`src/rtl/u2u_pkg.sv`:
```
// Shared types, constants and lead-byte helpers for the UTF-8 to UTF-16LE transcoder.
// No dependencies; every other file in rtl/ uses this package by scoped name.
package u2u_pkg;

  localparam int unsigned CpW    = 21;   // widest decoded code point (4-byte lead)
  localparam int unsigned UnitW  = 16;
  localparam int unsigned MaxUnits = 3;

  localparam logic [CpW-1:0]   PlaneBase = 21'h10000;
  localparam logic [UnitW-1:0] HighSurr  = 16'hD800;
  localparam logic [UnitW-1:0] LowSurr   = 16'hDC00;
  localparam logic [9:0]       HalfMask  = 10'h3FF;
  localparam logic [7:0]       ContMask  = 8'h3F;

  // One queue entry: the complete set of code units caused by one input byte.
  typedef struct packed {
    logic [1:0]                      num;   // 1 to 3 units
    logic [MaxUnits-1:0][UnitW-1:0]  code;  // code[0] goes out first
    logic                            last;  // final unit carries the end flag
  } job_t;

  // Sequence length from a lead byte; bad leads count as length 1.
  function automatic logic [2:0] lead_len(input logic [7:0] lead);
    logic [2:0] len;
    if (lead < 8'h80)                len = 3'd1;
    else if ((lead & 8'hE0) == 8'hC0) len = 3'd2;
    else if ((lead & 8'hF0) == 8'hE0) len = 3'd3;
    else if ((lead & 8'hF8) == 8'hF0) len = 3'd4;
    else                              len = 3'd1;
    return len;
  endfunction

  // Payload bits of a multi-byte lead.
  function automatic logic [4:0] lead_payload(input logic [7:0] lead);
    logic [4:0] pay;
    if ((lead & 8'hE0) == 8'hC0)      pay = lead[4:0];
    else if ((lead & 8'hF0) == 8'hE0) pay = {1'b0, lead[3:0]};
    else                              pay = {2'b00, lead[2:0]};
    return pay;
  endfunction

endpackage

```
`src/rtl/u2u_front.sv`:
```
// Front end: accepts bytes, tracks the open sequence and builds one job per result set.
// Depends on u2u_pkg; feeds u2u_queue.
module u2u_front (
  input  logic           clk_i,
  input  logic           rst_ni,
  input  logic           in_valid_i,
  output logic           in_stall_o,
  input  logic [7:0]     in_byte_i,
  input  logic           last_byte_i,
  input  logic           q_full_i,
  output logic           push_o,
  output u2u_pkg::job_t  job_o
);

  logic [1:0]       pcnt_q, pcnt_d;
  logic [2:0]       need_q, need_d;
  logic [2:0][7:0]  pb_q;
  logic             accept;
  logic             store;
  logic             complete;
  logic [4:0]       pay;
  logic [u2u_pkg::CpW-1:0] cp, adj;
  u2u_pkg::job_t    cp_job;

  assign in_stall_o = q_full_i;
  assign accept     = in_valid_i && !q_full_i;

  // Code point of the sequence closed by the current byte.
  assign pay = u2u_pkg::lead_payload(pb_q[0]);
  always_comb begin
    unique case (pcnt_q)
      2'd2:    cp = {5'b0, pay[3:0], pb_q[1][5:0], in_byte_i[5:0]};
      2'd3:    cp = {pay[2:0], pb_q[1][5:0], pb_q[2][5:0], in_byte_i[5:0]};
      default: cp = {10'b0, pay, in_byte_i[5:0]};
    endcase
  end

  assign adj = cp - u2u_pkg::PlaneBase;
  assign complete = (({1'b0, pcnt_q} + 3'd1) >= need_q);

  always_comb begin
    cp_job = '0;
    cp_job.last = last_byte_i;
    if (cp >= u2u_pkg::PlaneBase) begin
      cp_job.num     = 2'd2;
      cp_job.code[0] = u2u_pkg::HighSurr + {5'b0, adj[20:10]};
      cp_job.code[1] = u2u_pkg::LowSurr + {6'b0, adj[9:0] & u2u_pkg::HalfMask};
    end else begin
      cp_job.num     = 2'd1;
      cp_job.code[0] = cp[15:0];
    end
  end

  always_comb begin
    push_o = 1'b0;
    job_o  = '0;
    job_o.last = last_byte_i;
    store  = 1'b0;
    pcnt_d = pcnt_q;
    need_d = need_q;
    if (accept) begin
      if (pcnt_q == 2'd0) begin
        if (last_byte_i || u2u_pkg::lead_len(in_byte_i) == 3'd1) begin
          push_o        = 1'b1;
          job_o.num     = 2'd1;
          job_o.code[0] = {8'h00, in_byte_i};
        end else begin
          store  = 1'b1;
          pcnt_d = 2'd1;
          need_d = u2u_pkg::lead_len(in_byte_i);
        end
      end else if (complete) begin
        push_o = 1'b1;
        job_o  = cp_job;
        pcnt_d = 2'd0;
        need_d = 3'd0;
      end else if (!last_byte_i) begin
        store  = 1'b1;
        pcnt_d = pcnt_q + 2'd1;
      end else begin
        // Flush of a short sequence: lead alone, then the rest decoded afresh.
        push_o        = 1'b1;
        job_o.code[0] = {8'h00, pb_q[0]};
        pcnt_d        = 2'd0;
        need_d        = 3'd0;
        if (pcnt_q == 2'd1) begin
          job_o.num     = 2'd2;
          job_o.code[1] = {8'h00, in_byte_i};
        end else if ((pb_q[1] & 8'hE0) == 8'hC0) begin
          job_o.num     = 2'd2;
          job_o.code[1] = {5'b0, pb_q[1][4:0], in_byte_i[5:0] & u2u_pkg::ContMask[5:0]};
        end else begin
          job_o.num     = 2'd3;
          job_o.code[1] = {8'h00, pb_q[1]};
          job_o.code[2] = {8'h00, in_byte_i};
        end
      end
    end
  end

  always_ff @(posedge clk_i or negedge rst_ni) begin
    if (!rst_ni) begin
      pcnt_q <= 2'd0;
      need_q <= 3'd0;
    end else begin
      pcnt_q <= pcnt_d;
      need_q <= need_d;
    end
  end

  always_ff @(posedge clk_i) begin
    if (store) begin
      pb_q[pcnt_q] <= in_byte_i;
    end
  end

endmodule

```
`src/rtl/u2u_queue.sv`:
```
// Small job queue between the front and back ends, register based.
// Depends on u2u_pkg for the entry type.
module u2u_queue #(
  parameter int unsigned Depth = 4
) (
  input  logic           clk_i,
  input  logic           rst_ni,
  input  logic           push_i,
  input  u2u_pkg::job_t  push_data_i,
  output logic           full_o,
  output logic           valid_o,
  output u2u_pkg::job_t  head_o,
  input  logic           pop_i
);

  localparam int unsigned PtrW = (Depth > 1) ? $clog2(Depth) : 1;
  localparam int unsigned CntW = $clog2(Depth + 1);

  u2u_pkg::job_t        mem_q [Depth];
  logic [PtrW-1:0]      wr_q, rd_q;
  logic [CntW-1:0]      cnt_q;
  logic                 do_push, do_pop;

  assign full_o  = (cnt_q == CntW'(Depth));
  assign valid_o = (cnt_q != '0);
  assign head_o  = mem_q[rd_q];
  assign do_push = push_i && !full_o;
  assign do_pop  = pop_i && valid_o;

  function automatic logic [PtrW-1:0] wrap_inc(input logic [PtrW-1:0] p);
    return (p == PtrW'(Depth - 1)) ? '0 : p + PtrW'(1);
  endfunction

  always_ff @(posedge clk_i or negedge rst_ni) begin
    if (!rst_ni) begin
      wr_q  <= '0;
      rd_q  <= '0;
      cnt_q <= '0;
    end else begin
      if (do_push) wr_q <= wrap_inc(wr_q);
      if (do_pop)  rd_q <= wrap_inc(rd_q);
      if (do_push && !do_pop)      cnt_q <= cnt_q + CntW'(1);
      else if (do_pop && !do_push) cnt_q <= cnt_q - CntW'(1);
    end
  end

  always_ff @(posedge clk_i) begin
    if (do_push) begin
      mem_q[wr_q] <= push_data_i;
    end
  end

endmodule

```
`src/rtl/u2u_back.sv`:
```
// Back end: one head-job unit per cycle to the output register, unless stalled.
// Depends on u2u_pkg; reads u2u_queue.
module u2u_back (
  input  logic           clk_i,
  input  logic           rst_ni,
  input  logic           q_valid_i,
  input  u2u_pkg::job_t  head_i,
  output logic           pop_o,
  output logic           out_valid_o,
  input  logic           out_stall_i,
  output logic [15:0]    code_unit_o,
  output logic           last_unit_o
);

  logic        out_valid_q;
  logic [15:0] code_q;
  logic        last_q;
  logic [1:0]  idx_q;
  logic        load;
  logic        final_unit;

  assign load       = !out_valid_q || !out_stall_i;
  assign final_unit = (idx_q == head_i.num - 2'd1);
  assign pop_o      = load && q_valid_i && final_unit;

  always_ff @(posedge clk_i or negedge rst_ni) begin
    if (!rst_ni) begin
      out_valid_q <= 1'b0;
      idx_q       <= 2'd0;
    end else if (load) begin
      out_valid_q <= q_valid_i;
      if (q_valid_i) begin
        idx_q <= final_unit ? 2'd0 : idx_q + 2'd1;
      end
    end
  end

  always_ff @(posedge clk_i) begin
    if (load && q_valid_i) begin
      code_q <= head_i.code[idx_q];
      last_q <= head_i.last && final_unit;
    end
  end

  assign out_valid_o = out_valid_q;
  assign code_unit_o = code_q;
  assign last_unit_o = last_q;

endmodule

```
`src/rtl/utf8_to_utf16le_transcoder_unit.sv`:
```
// UTF-8 to UTF-16LE transcoder, top level.
// Depends on u2u_pkg, u2u_front, u2u_queue and u2u_back.
//
// Usage:
//   Input channel (in_valid_i / in_stall_o) carries one UTF-8 byte per
//   transaction plus last_byte_i, set on the final byte of a string. Output
//   channel (out_valid_o / out_stall_i) carries one UTF-16 code unit per
//   transaction plus last_unit_o, set on the final unit of the string.
//   A transaction completes on a rising edge with valid high and stall low.
// Throughput: one byte in and one code unit out per cycle, unless stalled.
//   A byte that closes a supplementary code point gives two units and a
//   final byte inside an unfinished sequence gives up to three; these drain
//   at the output rate of one unit per cycle, and the job queue (Depth
//   entries) absorbs the difference while the front keeps taking bytes.
// Path: the job is written into the queue at the edge that accepts the byte,
//   and its first unit is then loaded into the output register once the
//   queue holds nothing older and the output register is free.
// Reset: asynchronous, active low. Clears the open-sequence state, empties
//   the queue and drops out_valid_o.
// Receiver stall: the output register holds its unit; the queue fills, and
//   in_stall_o rises once it is full.
module utf8_to_utf16le_transcoder_unit #(
  parameter int unsigned Depth = 4
) (
  input  logic        clk_i,
  input  logic        rst_ni,
  input  logic        in_valid_i,
  output logic        in_stall_o,
  input  logic [7:0]  in_byte_i,
  input  logic        last_byte_i,
  output logic        out_valid_o,
  input  logic        out_stall_i,
  output logic [15:0] code_unit_o,
  output logic        last_unit_o
);

  logic           q_full;
  logic           q_valid;
  logic           push;
  logic           pop;
  u2u_pkg::job_t  push_job;
  u2u_pkg::job_t  head_job;

  // Classifies bytes, keeps the pending sequence and builds result jobs.
  u2u_front u_front (
    .clk_i       (clk_i),
    .rst_ni      (rst_ni),
    .in_valid_i  (in_valid_i),
    .in_stall_o  (in_stall_o),
    .in_byte_i   (in_byte_i),
    .last_byte_i (last_byte_i),
    .q_full_i    (q_full),
    .push_o      (push),
    .job_o       (push_job)
  );

  // Decouples the byte rate from the unit rate.
  u2u_queue #(
    .Depth (Depth)
  ) u_queue (
    .clk_i       (clk_i),
    .rst_ni      (rst_ni),
    .push_i      (push),
    .push_data_i (push_job),
    .full_o      (q_full),
    .valid_o     (q_valid),
    .head_o      (head_job),
    .pop_i       (pop)
  );

  // Serializes each job into code units behind the output register.
  u2u_back u_back (
    .clk_i       (clk_i),
    .rst_ni      (rst_ni),
    .q_valid_i   (q_valid),
    .head_i      (head_job),
    .pop_o       (pop),
    .out_valid_o (out_valid_o),
    .out_stall_i (out_stall_i),
    .code_unit_o (code_unit_o),
    .last_unit_o (last_unit_o)
  );

  // The front never pushes into a full queue.
  assert property (@(posedge clk_i) disable iff (!rst_ni) push |-> !q_full)
    else $error("job pushed into full queue");

  // Every job carries at least one and at most three units.
  assert property (@(posedge clk_i) disable iff (!rst_ni) push |-> push_job.num != 2'd0)
    else $error("empty job pushed");

  // The back end only retires a job that is present.
  assert property (@(posedge clk_i) disable iff (!rst_ni) pop |-> q_valid)
    else $error("pop from empty queue");

  // Popping a job that carries the end flag puts its final unit, flagged last, out.
  assert property (@(posedge clk_i) disable iff (!rst_ni)
    (pop && head_job.last) |=> (out_valid_o && last_unit_o))
    else $error("end flag lost on final unit");

endmodule
```
`config.mk`:
```
export PLATFORM = sky130hd
export DESIGN_NAME = utf8_to_utf16le_transcoder_unit
export DESIGN_NICKNAME = d
export VERILOG_FILES = /design/src/rtl/u2u_pkg.sv /design/src/rtl/u2u_front.sv /design/src/rtl/u2u_queue.sv /design/src/rtl/u2u_back.sv /design/src/rtl/utf8_to_utf16le_transcoder_unit.sv
export SDC_FILE = /design/constraint.sdc
export NUM_CORES = 1
export LEC_CHECK = 0
export BUFFER_PORTS_ARGS = -buffer_cell sky130_fd_sc_hd__clkbuf_2
export CORE_ASPECT_RATIO = 0.5
export CORE_UTILIZATION = 50
export DETAILED_ROUTE_END_ITERATION = 7
export PLACE_DENSITY = 0.66
export SYNTH_ARGS = -nofsm -noshare
export SYNTH_HDL_FRONTEND = slang
export SYNTH_SLANG_ARGS = --single-unit
```
`constraint.sdc`:
```
create_clock -name clk_i -period 3.55 [get_ports clk_i]
set_input_delay 0.71 -clock clk_i [delete_from_list [all_inputs] [get_ports clk_i]]
set_output_delay 0.71 -clock clk_i [all_outputs]
set_load 0.02 [all_outputs]
```
==> flow_summary.ini, run 1 <==
[floorplan]
initial_utilization_pct = 52.0
floorplan.io_pins = 32
core-area_sq_mm = 0.0177
floorplan.die_area_sq_mm = 0.0190
site_rows = 34
floorplan.die.height_um = 97.9
fp.dieW_um = 194

[detailed_routing]
dr.pass1.iters = 5
first_iter_violations = 537
route.vias.total = 5404
ant_nets = 0
detail_route.vias_per_cell = 6.19
wirelength_um = 21000
avgRoutedWirePerCell_um = 24.0
remaining_routing_drc_violations = 0

[yosys]
syn_area_sq_mm = 0.00920
ys_dominant_reg_cell = edfxtp_1
sequential_fraction_of_the_synthesis_area_pct = 67.7
syn-instance-count = 580
netlist.top_cell.by_area = edfxtp_1
synth-edff-count = 195
ys_async_sr_fraction_pct = 7.14
synthTopCellsByArea = edfxtp_1 64%, mux4_2 9.5%, dfrtp_1 4.1%, ha_1 2.0%, nand2_1 1.5%
postSynthNetCount = 609
yosys_warnings = 0
synthDistinctLibCells = 62
avgSynthCellArea_sq_um = 15.9
netlist.area_leader.share_pct = 63.6
synth_seq_cells = 210

[timing]
tightestPinTransition_ns = 1.10
report.final.setup_viol = 0
clock-skew-final_ns = 0.0118
period_share_pct = 94.4
rsz_0062_raised_after_global_routing = false
slew-limit-headroom_pct = 26.4
finalSetupTns_ns = 0
timing.final.hold_violations = 0
fin_ws_ns = 0.199
finalCriticalPeriod_ns = 3.35
achievable-frequency_mhz = 298
report.final.slew_viol_count = 0

[cells_and_area]
multi_input_comb_area_sq_mm = 0.00276
area_growth_syn_to_layout_pct = 12.3
finalNetCount = 655
finish.instance_area_sq_mm = 0.0103
nFillCells = 1352
final-seq-area_sq_mm = 0.00623
antenna_cells_inserted = 0
final_common_cell = edfxtp_1
layout-drive-gt1-share_pct = 22.1
most-common-layout-cells = 195 x edfxtp_1, 39 x mux4_2, 36 x nand2_1

[pwr]
p_sw_share_pct = 32.7
share_clk_of_total_power_pct = 23.7
p_per_area_mw_per_mm2 = 825
fraction_of_power_consumed_by_combinational_cells_pct = 33.5
netSwitchingPower_mw = 2.79
share_seq_of_total_power_pct = 42.7
internal_power_mw = 5.73
vdd_drop_max_v = 0.000387
power.leakage_nw = 3.60

[worst_setup_path]
endpoint_kind = register
crit_arrival_ns = 3.54
slowest_stage = a211oi_1
critical_path_class = reg2reg
cpPeakStageDelay_ns = 0.67
cp-start-kind = register
critical_path_required_ns = 3.74
cells_along_the_critical_path = inv_1, ha_1, nor2_1, a21o_1, or4_4, o21a_1, a211oi_1
crit_fanout = 15

[placement]
hpwl_um = 14000
detailed_place.area_sq_mm = 0.00972
buffers_on_ports = 31
place_congestion = 0.947
preCtsSetupSlack_ns = 0.179

[cts]
cts_sinks = 210
cts_setup_buffers = 0
worstSkewPairLatency_ns = 0.49
clockBufferDepth = 3
hold_buf_cts = 0
clk_pin_slew_ns = 0.07
cts_root_buf = clkbuf_16
cts-htree-levels = 1
cts_tree = built
cts_repair_resize_count = 0
number_of_buffers_created_by_cts = 19

[global_routing]
grt_antenna_before_repair = 0
overflow = 0
grt_pass1_vias = 5274
global_route.usage.total_pct = 22.8
global_route_wire_length_before_repair_um = 32200
grt_max_degree = 40

[hold_path]
worst_min_path_class = in2async

[run_status]
outcome = completed

[run]
maxCapViolations = 0
## cell usage after synthesis, types with 5 or more instances
cell type,number
a211oi_1,5
a21oi_1,18
a22o_1,12
a22oi_1,10
and2_1,14
buf_1,5
clkbuf_1,20
dfrtp_1,15
edfxtp_1,195
ha_1,15
inv_1,22
mux2i_1,13
mux4_2,39
nand2_1,36
nand2b_1,10
nor2_1,29
nor3_1,12
o21a_1,5
o21ai_0,14
o22ai_1,9
## final timing paths
kind                       slack, ns               from                   end  cells past startpoint
setup / recovery                0.20  u_front.pcnt_q[0]  u_queue.mem_q[1][50]                      7
hold / removal                  0.15             rst_ni      u_queue.cnt_q[0]                      1
setup reg to reg                0.20  u_front.pcnt_q[0]  u_queue.mem_q[1][50]                      7
hold reg to reg                 0.49   u_queue.cnt_q[2]      u_queue.cnt_q[2]                      1
max in group asynchronous       3.05             rst_ni       u_queue.rd_q[0]                      1
min in group clk_i              0.44        out_stall_i    u_back.out_valid_o                      3
## power by group through the flow
stage	registers [mW]	clock network (mW)	logic (mW)
3_3_place_gp	3.67	0	2.85
2_1_floorplan	3.77	0	1.92
4_1_cts	3.65	2.06	2.89
5_1_grt	3.70	2.16	3.12
6_report	3.64	2.02	2.86
3_5_place_dp	3.70	0	2.88
## through the flow
step	cells	hold WS (ns)	util (%)	total power, mW
finish	873	0.150	58.4	8.52
global route	873	0.174	58.4	8.97
CTS	873	0.153	58.3	8.59
detailed placement	839	0.476	54.9	6.57
global placement	839	0.471	54.9	6.53
floorplan	580	0.414	-	5.69
## logic make-up after synthesis
logic type,after synthesis,share of synthesized area (%)
buffers and inverters,54,2.50
adder cells (fa/ha/maj),16,2.26
XOR/XNOR,6,0.571
AO/OA/AOI/OAI,108,8.30
AND/OR/NAND/NOR,130,7.21
multiplexers,56,11.4
flip-flops,210,67.7
## flip-flops by register name, indices dropped and copies added (netlist names)
register            flops
u_queue.rd_q            2
u_queue.cnt_q           3
u_back.out_valid_o      1
u_front.pcnt_q          2
u_front.need_q          3
u_queue.mem_q         156
u_front.pb_q           22
u_back.last_unit_o      1
u_back.idx_q            2
u_back.code_unit_o     16
u_queue.wr_q            2
## routing by layer
layer  share of wire [%]  track usage, %  wire (um)  vias up
li1                    -               -          -     2393
met1                  47            35.7       9840     2773
met2                  43            32.6       8920      216
met3                 9.2            5.53       1920       22
met4                 1.3            4.70        270        0
met5                   0               0          0        -
## critical path, delay by kind of cell, from the launching register on
family                   cells  cell delay (ns)
flip-flops                   1             0.44
AO/OA/AOI/OAI                3             1.28
AND/OR/NAND/NOR              2             0.72
adder cells (fa/ha/maj)      1             0.50
buffers and inverters        1             0.11
## cell type report
cell class | instances | area share [%]
repair buffers | 57 | 3.51
inverters | 22 | 0.799
multi-input cells | 316 | 26.7
well taps | 234 | 2.83
clock buffers | 24 | 4.78
clock inverters | 10 | 1.05
flip-flops and latches | 210 | 60.3
(Power assumes the default switching activity.)
==> inputs of run 2 (changes only) <==
CORE_UTILIZATION = 30   (was 50)
HOLD_SLACK_MARGIN = 0.03   (was default)
PLACE_DENSITY = default   (was 0.66)
==> run 2 against run 1 <==
  * Non-clock buffer count grew 5
  * Wire length grew 7.5%
  * Clock skew shrank 0.00072 ns
  * Register-to-register slack lost 0.02 ns
  * Worst hold slack lost 0.021 ns
  * Combinational power grew 3%
  * Die area grew 66%
  * Sequential share of layout area shrank 1.9 points
==> flow_summary.ini, run 2 (synthesis results as in run 1) <==
[global_routing]
overflow = 0
grt_max_degree = 40
grt_pass1_vias = 5508
global_route_wire_length_before_repair_um = 34300
global_route.usage.total_pct = 14.4
grt_antenna_before_repair = 0

[cts]
number_of_buffers_created_by_cts = 22
cts_setup_buffers = 0
cts_root_buf = clkbuf_16
cts_tree = built
cts_sinks = 210
cts_repair_resize_count = 0
clk_pin_slew_ns = 0.06
hold_buf_cts = 0
worstSkewPairLatency_ns = 0.51
cts-htree-levels = 1
clockBufferDepth = 3

[timing]
clock-skew-final_ns = 0.0111
achievable-frequency_mhz = 297
timing.final.hold_violations = 0
report.final.setup_viol = 0
slew-limit-headroom_pct = 26.5
tightestPinTransition_ns = 1.10
hold_ws_ns = 0.129
finalSetupTns_ns = 0
period_share_pct = 94.9
report.final.slew_viol_count = 0
rsz_0062_raised_after_global_routing = false
fin_ws_ns = 0.181
finalCriticalPeriod_ns = 3.37

[cells_and_area]
fin_util_pct = 36.1
finalNetCount = 663
largest_register_by_flop_count = u_queue.mem_q
layout-drive-gt1-share_pct = 22.6
largest_register_ffs = 156
area_growth_syn_to_layout_pct = 16.0
nFillCells = 2745
final_common_cell = edfxtp_1
antenna_cells_inserted = 0
stdcell_count = 1041
finish.instance_area_sq_mm = 0.0107
most-common-layout-cells = 195 x edfxtp_1, 39 x mux4_2, 36 x nand2_1

[pwr]
p_per_area_mw_per_mm2 = 836
post_layout_power_mw = 8.92
vdd_drop_max_v = 0.000341
power.leakage_nw = 3.68

[floorplan]
floorplan.die_area_sq_mm = 0.0314
floorplan.die.height_um = 126
core-area_sq_mm = 0.0296
initial_utilization_pct = 31.1
site_rows = 44
floorplan.io_pins = 32
fp.dieW_um = 250

[worst_setup_path]
cp-start-kind = register
critical_path_class = reg2reg
critical_path_required_ns = 3.67
worst-r2r-setup-slack_ns = 0.18
crit_arrival_ns = 3.49
crit_fanout = 39
endpoint_kind = register

[placement]
detailed_place.area_sq_mm = 0.00994
place_congestion = 0.890
placed_cells_incl_taps = 1001
preCtsSetupSlack_ns = 0.211
buffers_on_ports = 31
hpwl_um = 15600

[hold_path]
worst_min_path_class = in2async

[run]
maxCapViolations = 0

[detailed_routing]
route.vias.total = 5356
remaining_routing_drc_violations = 0
dr.pass1.iters = 6
first_iter_violations = 483
detail_route.vias_per_cell = 5.15
wirelength_um = 22500
avgRoutedWirePerCell_um = 21.6
ant_nets = 0

[run_status]
outcome = completed
-- run 2: cell types whose count changed in the layout (fill, tap and decap cells not counted), sizes merged --
cell    delta
bufinv     +1
clkbuf     +8
buf        +5
clkinv     -2
inv        -1
-- run 2: power by group --
part / switching, mW / internal, mW / leakage (nW)
Combinational: 1.79 / 1.17 / 1.31
Sequential: 0.197 / 3.44 / 2.02
Clock: 0.926 / 1.40 / 0.351
-- run 2: layout make-up --
| class | instances | area (sq um) | area share, % |
|---|---|---|---|
| Inverter | 22 | 82.6 | 0.774 |
| Tap cell | 391 | 489 | 4.58 |
| Sequential cell | 210 | 6230 | 58.4 |
| Clock inverter | 8 | 133 | 1.24 |
| Clock buffer | 32 | 598 | 5.60 |
| Multi-Input combinational cell | 316 | 2750 | 25.8 |
| Timing Repair Buffer | 62 | 388 | 3.63 |
-- run 2: worst paths after layout --
check	from	to	cells after the start
min reg2reg	u_queue.cnt_q[2]	u_queue.cnt_q[2]	1
max reg2reg	u_front.pcnt_q[0]	u_queue.mem_q[2][16]	8
max in group asynchronous	rst_ni	u_queue.rd_q[0]	1
min in group clk_i	out_stall_i	u_back.out_valid_o	3
max	u_front.pcnt_q[0]	u_queue.mem_q[2][16]	8
min	rst_ni	u_front.need_q[1]	1
-- run 2: critical path, cell delays in order, from the launching register on --
cell     delay (ns)
dfrtp_1        0.44
inv_1          0.10
ha_1           0.32
ha_1           0.30
nand2_1        0.08
o21ai_0        0.24
or3_1          0.23
and3_1         0.32
and2_2         0.92
-- run 2: routing by layer --
metal	up-vias	track usage, %	wire length (um)
met5	-	0	0
met4	0	3.99	528
met3	40	1.86	1240
met2	141	23.3	10500
met1	2768	20.4	10300
li1	2407	-	-
==> inputs of run 3 (changes only) <==
SYNTH_HIERARCHICAL = 1   (was default)
==> run 3 against run 2 <==
  * The run now ends with design-rule violations left
  * First-iteration DRC count up 3.1%
  * Register-to-register slack about the same
  * Critical endpoint is now u_queue/mem_q[0][14]
  * Wire length up 5.4%
  * Critical path type unchanged
  * Die area up 21%
==> flow_summary.ini, run 3 <==
[floorplan]
site_rows = 49
floorplan.die_area_sq_mm = 0.0379
floorplan.die.height_um = 138
core-area_sq_mm = 0.0362
floorplan.io_pins = 32
initial_utilization_pct = 30.7
fp.dieW_um = 274

[detailed_routing]
avgRoutedWirePerCell_um = 19.7
remaining_routing_drc_violations = 8
route.vias.total = 5909
ant_nets = 0
dr.pass1.iters = 7
first_iter_violations = 498
detail_route.vias_per_cell = 4.91
wirelength_um = 23700

[pwr]
vdd_drop_max_v = 0.000492
power.leakage_nw = 4.34
p_per_area_mw_per_mm2 = 899

[yosys]
synthDistinctLibCells = 69
syn-instance-count = 653
synthMostInstantiatedCell = edfxtp_1
sequential_fraction_of_the_synthesis_area_pct = 68.9
synthTopCellsByArea = edfxtp_1 66%, mux4_2 9.7%, dfrtp_1 3.4%, ha_1 1.7%, o21ai_0 1.6%
ys_async_sr_fraction_pct = 5.81
avgSynthCellArea_sq_um = 17.1
yosys_warnings = 6
synth_common_cells = 243 x edfxtp_1, 48 x mux4_2, 42 x nand2_1, 36 x o21ai_0, 27 x nor2_1
synth-edff-count = 243
ys_dominant_reg_cell = edfxtp_1
syn_area_sq_mm = 0.0111
netlist.top_cell.by_area = edfxtp_1
synth_seq_cells = 258
netlist.area_leader.share_pct = 65.5

[timing]
finalSetupTns_ns = 0
achievable-frequency_mhz = 297
clock-skew-final_ns = 0.0193
tightestPinTransition_ns = 1.05
timing.final.hold_violations = 0
rsz_0062_raised_after_global_routing = false
report.final.setup_viol = 0
slew-limit-headroom_pct = 30.1
finalCriticalPeriod_ns = 3.37
hold_ws_ns = 0.105
report.final.slew_viol_count = 0
period_share_pct = 94.9

[placement]
buffers_on_ports = 31
place_congestion = 0.898
hpwl_um = 15100

[run_status]
outcome = complete, but fails checks
violated_checks = design-rule violations

[worst_setup_path]
number_of_cells_on_the_worst_reg_to_reg_path = 9
cells_along_the_critical_path = inv_1, ha_1, nor4bb_1, o21ai_0, and4_1, a31oi_2, buf_4, nand2_1, nor2_1
slowest_stage = nor4bb_1
worstReg2RegEnd = u_queue/mem_q[0][14]
timing.critical_path.buf_inv = 2
cp-start-kind = register
critical_path_required_ns = 3.81
cell_family_contributing_the_most_delay_on_the_critical_path = simple AND/OR/NAND/NOR gates
crit_fanout = 15
cpPeakStageDelay_ns = 0.59
worst-r2r-setup-slack_ns = 0.18
endpoint_kind = register
crit_arrival_ns = 3.63
r2r-start = u_front/pcnt_q[0]
critical_path_class = reg2reg

[cells_and_area]
largest_register_ffs = 204
area_growth_syn_to_layout_pct = 14.4
finalNetCount = 727
final_common_cell = edfxtp_1
layout-drive-gt1-share_pct = 23.1
largest_register_by_flop_count = u_queue/mem_q
most-common-layout-cells = 243 x edfxtp_1, 48 x mux4_2, 42 x nand2_1

[cts]
worstSkewPairLatency_ns = 0.53
cts_tree = built
cts_sinks = 258
clk_pin_slew_ns = 0.06
clockBufferDepth = 3
cts_root_buf = clkbuf_16
cts-htree-levels = 1
number_of_buffers_created_by_cts = 26
hold_buf_cts = 0
cts_setup_buffers = 0

[hold_path]
worst_min_path_class = in2async

[global_routing]
overflow = 0
grt_pass1_vias = 6255
grt_max_degree = 53
global_route.usage.total_pct = 12.8
grt_antenna_before_repair = 0
global_route_wire_length_before_repair_um = 37500

[run]
maxCapViolations = 0
-- run 3: changes by cell type in the layout (fill, tap and decap cells not counted), moves of 6 or more --
cell | previous run | this run
o22ai_1 | 9 | 0
inv_1 | 22 | 16
o21ai_0 | 14 | 35
clkinv_1 | 0 | 10
clkbuf_1 | 9 | 0
conb_1 | 0 | 9
and2_1 | 10 | 3
nand2_1 | 36 | 42
a22oi_1 | 10 | 4
edfxtp_1 | 195 | 243
mux4_2 | 39 | 48
nor3_1 | 12 | 6
buf_12 | 0 | 8
buf_4 | 31 | 16
-- run 3: metal layers --
layer / GRT usage (%) / part of all wire [%] / vias to the layer above
met1: 18.5 / 47 / 3069
met5: 0 / 0 / -
met3: 1.91 / 4.7 / 33
li1: - / - / 2654
met2: 20.4 / 46 / 153
met4: 2.98 / 2.0 / 0
-- run 3: cells by family after synthesis --
family                   after synthesis  share of synthesized area, %
XOR/XNOR                               6                         0.472
adder cells (fa/ha/maj)               16                          1.86
multiplexers                          73                          12.4
AND/OR/NAND/NOR                      122                          5.59
AO/OA/AOI/OAI                        115                          7.09
other                                  1                        0.0337
buffers and inverters                 62                          3.62
flip-flops                           258                          68.9
-- run 3: worst max-delay path by stage --
| stage | startpoint | endpoint | slack (ns) | cells after the start |
|---|---|---|---|---|
| floorplan | u_front/pcnt_q[0] | u_queue/mem_q[0][0] | 0.38 | 10 |
| global placement | u_front/pcnt_q[0] | u_queue/mem_q[3][14] | 0.34 | 9 |
| detailed placement | u_front/pcnt_q[0] | u_queue/mem_q[3][14] | 0.27 | 9 |
| CTS | u_front/pcnt_q[0] | u_queue/mem_q[0][14] | 0.22 | 9 |
| global route | u_front/pcnt_q[0] | u_queue/mem_q[2][14] | 0.04 | 9 |
| finish | u_front/pcnt_q[0] | u_queue/mem_q[0][14] | 0.18 | 9 |
-- run 3: cell type report --
class / count / area, sq um
Multi-Input combinational cell: 341 / 3110
Tap cell: 484 / 606
Antenna cell: 1 / 2.50
Clock buffer: 27 / 676
Clock inverter: 21 / 178
Sequential cell: 258 / 7680
Inverter: 16 / 60.1
Timing Repair Buffer: 55 / 435
Fill cell: 3354 / 23500
-- run 3: where the power goes --
part,internal [mW],switching [mW]
logic,1.65,2.42
registers,4.41,0.262
clock network,1.59,1.12
-- run 3: worst register-to-register path: stages, from the launching register on --
cell and delay (ns):
dfrtp_1 0.43, inv_1 0.11, ha_1 0.40, nor4bb_1 0.59, o21ai_0 0.30, and4_1 0.32
a31oi_2 0.18, buf_4 0.24, nand2_1 0.12, nor2_1 0.40
-- run 3: repair_timing --
| action | 4_1_cts | 5_1_grt |
|---|---|---|
| endpoints found under the hold margin | 0 | 0 |
| gates resized for setup | 0 | 1 |
| setup endpoints to repair | 0 | 13 |
-- run 3: stage by stage --
stage,area (sq um),power (mW),cells,utilization (%),worst slack (ns)
finish,12700,11.5,1203,35.2,0.180
global placement,11900,8.76,1154,32.8,0.337
CTS,12700,11.6,1202,35.1,0.223
global route,12700,12.1,1202,35.2,0.0368
floorplan,11200,7.65,661,-,0.375
detailed placement,11900,8.86,1154,32.8,0.274
